**src/rtl/olvr_pkg.sv**
```systemverilog
package olvr_pkg;

	localparam int DEPTH_DEF      = 16;
	localparam int DATA_WIDTH_DEF = 32;
	localparam int OP_W           = 3;
	localparam int VAL_W          = 32;
	localparam int CNT_OUT_W      = 5;

	typedef enum logic [OP_W-1:0] {
		OP_APPEND       = 3'd0,
		OP_PREPEND      = 3'd1,
		OP_REMOVE_MATCH = 3'd2,
		OP_REMOVE_FIRST = 3'd3,
		OP_REMOVE_LAST  = 3'd4
	} op_t;

	typedef enum logic [1:0] {
		CELL_HOLD,
		CELL_LOAD,
		CELL_FROM_LEFT,
		CELL_FROM_RIGHT
	} cell_act_t;

	typedef struct packed {
		cell_act_t act;
	} cell_ctrl_t;

endpackage

```
**src/rtl/olvr_cell.sv**
```systemverilog
module olvr_cell import olvr_pkg::*; #(
	parameter int DATA_WIDTH = DATA_WIDTH_DEF
) (
	input  logic                  clk,
	input  cell_ctrl_t            ctrl,
	input  logic [DATA_WIDTH-1:0] load_data,
	input  logic [DATA_WIDTH-1:0] left_data,
	input  logic [DATA_WIDTH-1:0] right_data,
	output logic [DATA_WIDTH-1:0] data,
	output logic                  match
);

	logic [DATA_WIDTH-1:0] data_q;

	always_ff @(posedge clk) begin
		unique case (ctrl.act)
			CELL_LOAD:       data_q <= load_data;
			CELL_FROM_LEFT:  data_q <= left_data;
			CELL_FROM_RIGHT: data_q <= right_data;
			default:         data_q <= data_q;
		endcase
	end

	assign data  = data_q;
	assign match = (data_q == load_data);

endmodule

```
**config.mk**
```make
export PLATFORM = sky130hd
export DESIGN_NAME = olvr_cell
export DESIGN_NICKNAME = d
export VERILOG_FILES = /design/src/rtl/olvr_pkg.sv /design/src/rtl/olvr_cell.sv
export SDC_FILE = /design/constraint.sdc
export NUM_CORES = 1
export LEC_CHECK = 0
export BUFFER_PORTS_ARGS = -buffer_cell sky130_fd_sc_hd__buf_2
export CAP_MARGIN = 5
export CORE_AREA = 4 4 82 65
export CTS_CLUSTER_DIAMETER = 200
export DETAILED_ROUTE_END_ITERATION = 12
export DIE_AREA = 0 0 86 69
export GPL_TIMING_DRIVEN = 0
export PLACE_DENSITY = 0.84
export SYNTH_ARGS = -nofsm -noshare
export SYNTH_HDL_FRONTEND = slang
export SYNTH_SLANG_ARGS = --single-unit
```
**constraint.sdc**
```tcl
create_clock -name clk -period 2.85 [get_ports clk]
set_clock_uncertainty 0.2 [all_clocks]
set_input_delay 0.285 -clock clk [delete_from_list [all_inputs] [get_ports clk]]
set_output_delay 0.285 -clock clk [all_outputs]
set_load 0.05 [all_outputs]
```
==> reports/metrics.yaml <==
port_buffers: 129
async_reset_ff_share_pct: 0
cp-end-kind: "primary output"
hold_viol_final: 0
clockPowerShare_pct: 23.2
clk_pin_slew_ps: 70
first_pass_iters: 4
hold_class: "input pin to register"
chipWidth_um: 86
slew_headroom_pct: 48.04
netlist_area_um2: 1987
syn_to_final_growth_pct: 40.11
avgViaCountPerCell: 5.061
total_power_uw: 1461
yosys.area.top_type_share_pct: 48.36
worstPathMaxFanout: 2
tns_ps: 0
fmax_mhz: 431.4
peakVddDrop_uv: 300.0
min_from: "load_data[16]"
synth_common_cells: "nor2_1, a21oi_1, edfxtp_1, mux2i_1, xor2_1"
combPwrFrac_pct: 34.2
numCtsBuffers: 5
layout-drive-gt1-share_pct: 44.69
period_needed_ps: 2318
clk_path_buf_depth: 2
seq_area_um2: 960.9
p_seq_share_pct: 42.6
synth_top_family_by_area: "multiplexers"
switching_share_pct: 37.33
yosys_register_bits: 32
die-area_um2: 5934
synthTopCellsByArea: "edfxtp_1, mux2i_1, xor2_1, a21oi_1, nor2_1"
io_pins: 132
post-synth-top-count-cell: "nor2_1"
power.leakage_uw: 0.001347
yosysWarnings: 0
grt_max_degree: 33
vias: 1908
cts_sinks: 32
num_rows: 21
num_antenna_cells: 0
synth_ff_type: "edfxtp_1"
drv_slew: 0
synthAdderAreaFrac_pct: 0
layout.cells.non_filler: 377
synth_xor_area_share_pct: 14.11
p_per_area_nw_per_um2: 524.8
dpl.hpwl_mm: 4.837
min_to: "data[16]"
cp.arrival_ps: 1830
antenna_found_initial: 0
die_h_um: 69
ys_types: 12
multi_input_area_um2: 953.4
grtUsageTotal_pct: 20.08
synth.area.mux_share_pct: 16.12
rsz0062_at_grt: "no"
largest_reg_flops: 32
grt_pass1_wl_mm: 9.273
layout.nets: 418
ctsHoldBuffers: 0
status: "completed"
ant_nets: 0
synth_compound_area_share_pct: 8.060
cts_root_buf: "clkbuf_8"
syn_nets: 282
cts_tree: "yes"
worstSetupPathType: "register to primary output"
internal_power_uw: 915.6
yosysTopAreaCell: "edfxtp_1"
drt_wl_total_mm: 6.083
post_cts_resized: 0
placedCellCount: 369
place.gp.congestion: 0.7604
start_util_pct: 44.75
drc_errors: 0
fillCellCount: 387
ctsHtreeMaxLevel: 2
drt_iter0_markers: 73
synth_edf_count: 32
syn-instance-count: 183
drt-wirelength-per-cell_um: 16.14
seq_area_frac_synth_pct: 48.36
maxCapViolCount: 0
grt_pass1_vias: 1900
startpoint_type: "register"
post_cts_buffers: 0
core-area_um2: 4441
tightest_slew_ps: 779.4
setup_viol: 0
min_path_cells: 3
synthSimpleGateAreaFrac_pct: 9.698
p_sw_uw: 545.5
grt_overflow_total: 0
fin_crit_sh_pct: 81.33
synth.avg_cell_area_um2: 10.86
cp_data_required_time_ps: 2370
## routing by layer
| layer | share of wire, % | GRT usage [%] |
|---|---|---|
| met1 | 44 | 26.05 |
| met2 | 46 | 32.76 |
| met3 | 9.6 | 5.595 |
| met4 | 1.0 | 5.272 |
| met5 | 0 | 0 |
## cell usage in the layout (no fill, tap or decap)
cell,n
clkinv_1,1
xor2_1,32
buf_6,3
or2_2,1
edfxtp_1,32
a21oi_1,32
nand4_1,2
buf_2,133
clkbuf_8,5
nor2_1,33
clkbuf_1,5
mux2i_1,32
buf_4,1
nor4_1,8
## through the flow
stage | hold slack, ps | util (%) | setup WS (ps) | cell area (um2)
6_report | 152.1 | 62.69 | 532.2 | 2784
5_1_grt | 159.7 | 62.69 | 401.4 | 2784
4_1_cts | 147.8 | 62.69 | 502.7 | 2784
3_5_place_dp | 443.6 | 60.89 | 829.5 | 2704
3_3_place_gp | 433.7 | 60.89 | 812.4 | 2704
2_1_floorplan | 314.9 | - | 483.8 | 1987
## worst max-delay path, stage by stage (launching register included)
cell	delay, ps
edfxtp_1	400
xor2_1	160
nor4_1	440
nand4_1	160
nor2_1	100
buf_2	280
## logic make-up after synthesis
logic type / after synthesis
AND/OR/NAND/NOR: 44
AO/OA/AOI/OAI: 32
XOR/XNOR: 32
multiplexers: 32
buffers and inverters: 11
flip-flops: 32
## cell type report
class	count	share of cell area, %
clock inverter	1	0.1348
clock buffer	7	2.742
buffer	11	2.607
tap	57	2.562
sequential	32	34.52
multi-input combinational	140	34.25
timing repair buffer	129	23.19
## power by group through the flow
stage | registers, uW | logic [uW] | clock network, uW
after floorplan | 823 | 138 | 0
after global placement | 628 | 496 | 0
after global routing | 630 | 533 | 361
after CTS | 623 | 503 | 342
final | 623 | 499 | 340
after detailed placement | 632 | 502 | 0
## worst max-delay path by stage
stage | from | end | slack [ps] | depth (start not counted)
CTS | data[18] | match | 500 | 5
detailed placement | load_data[29] | match | 830 | 6
global route | data[18] | match | 400 | 5
global placement | load_data[7] | match | 810 | 6
floorplan | data[31] | match | 480 | 4
finish | data[24] | match | 530 | 5
Note: power is estimated with default switching activity, not from simulation.
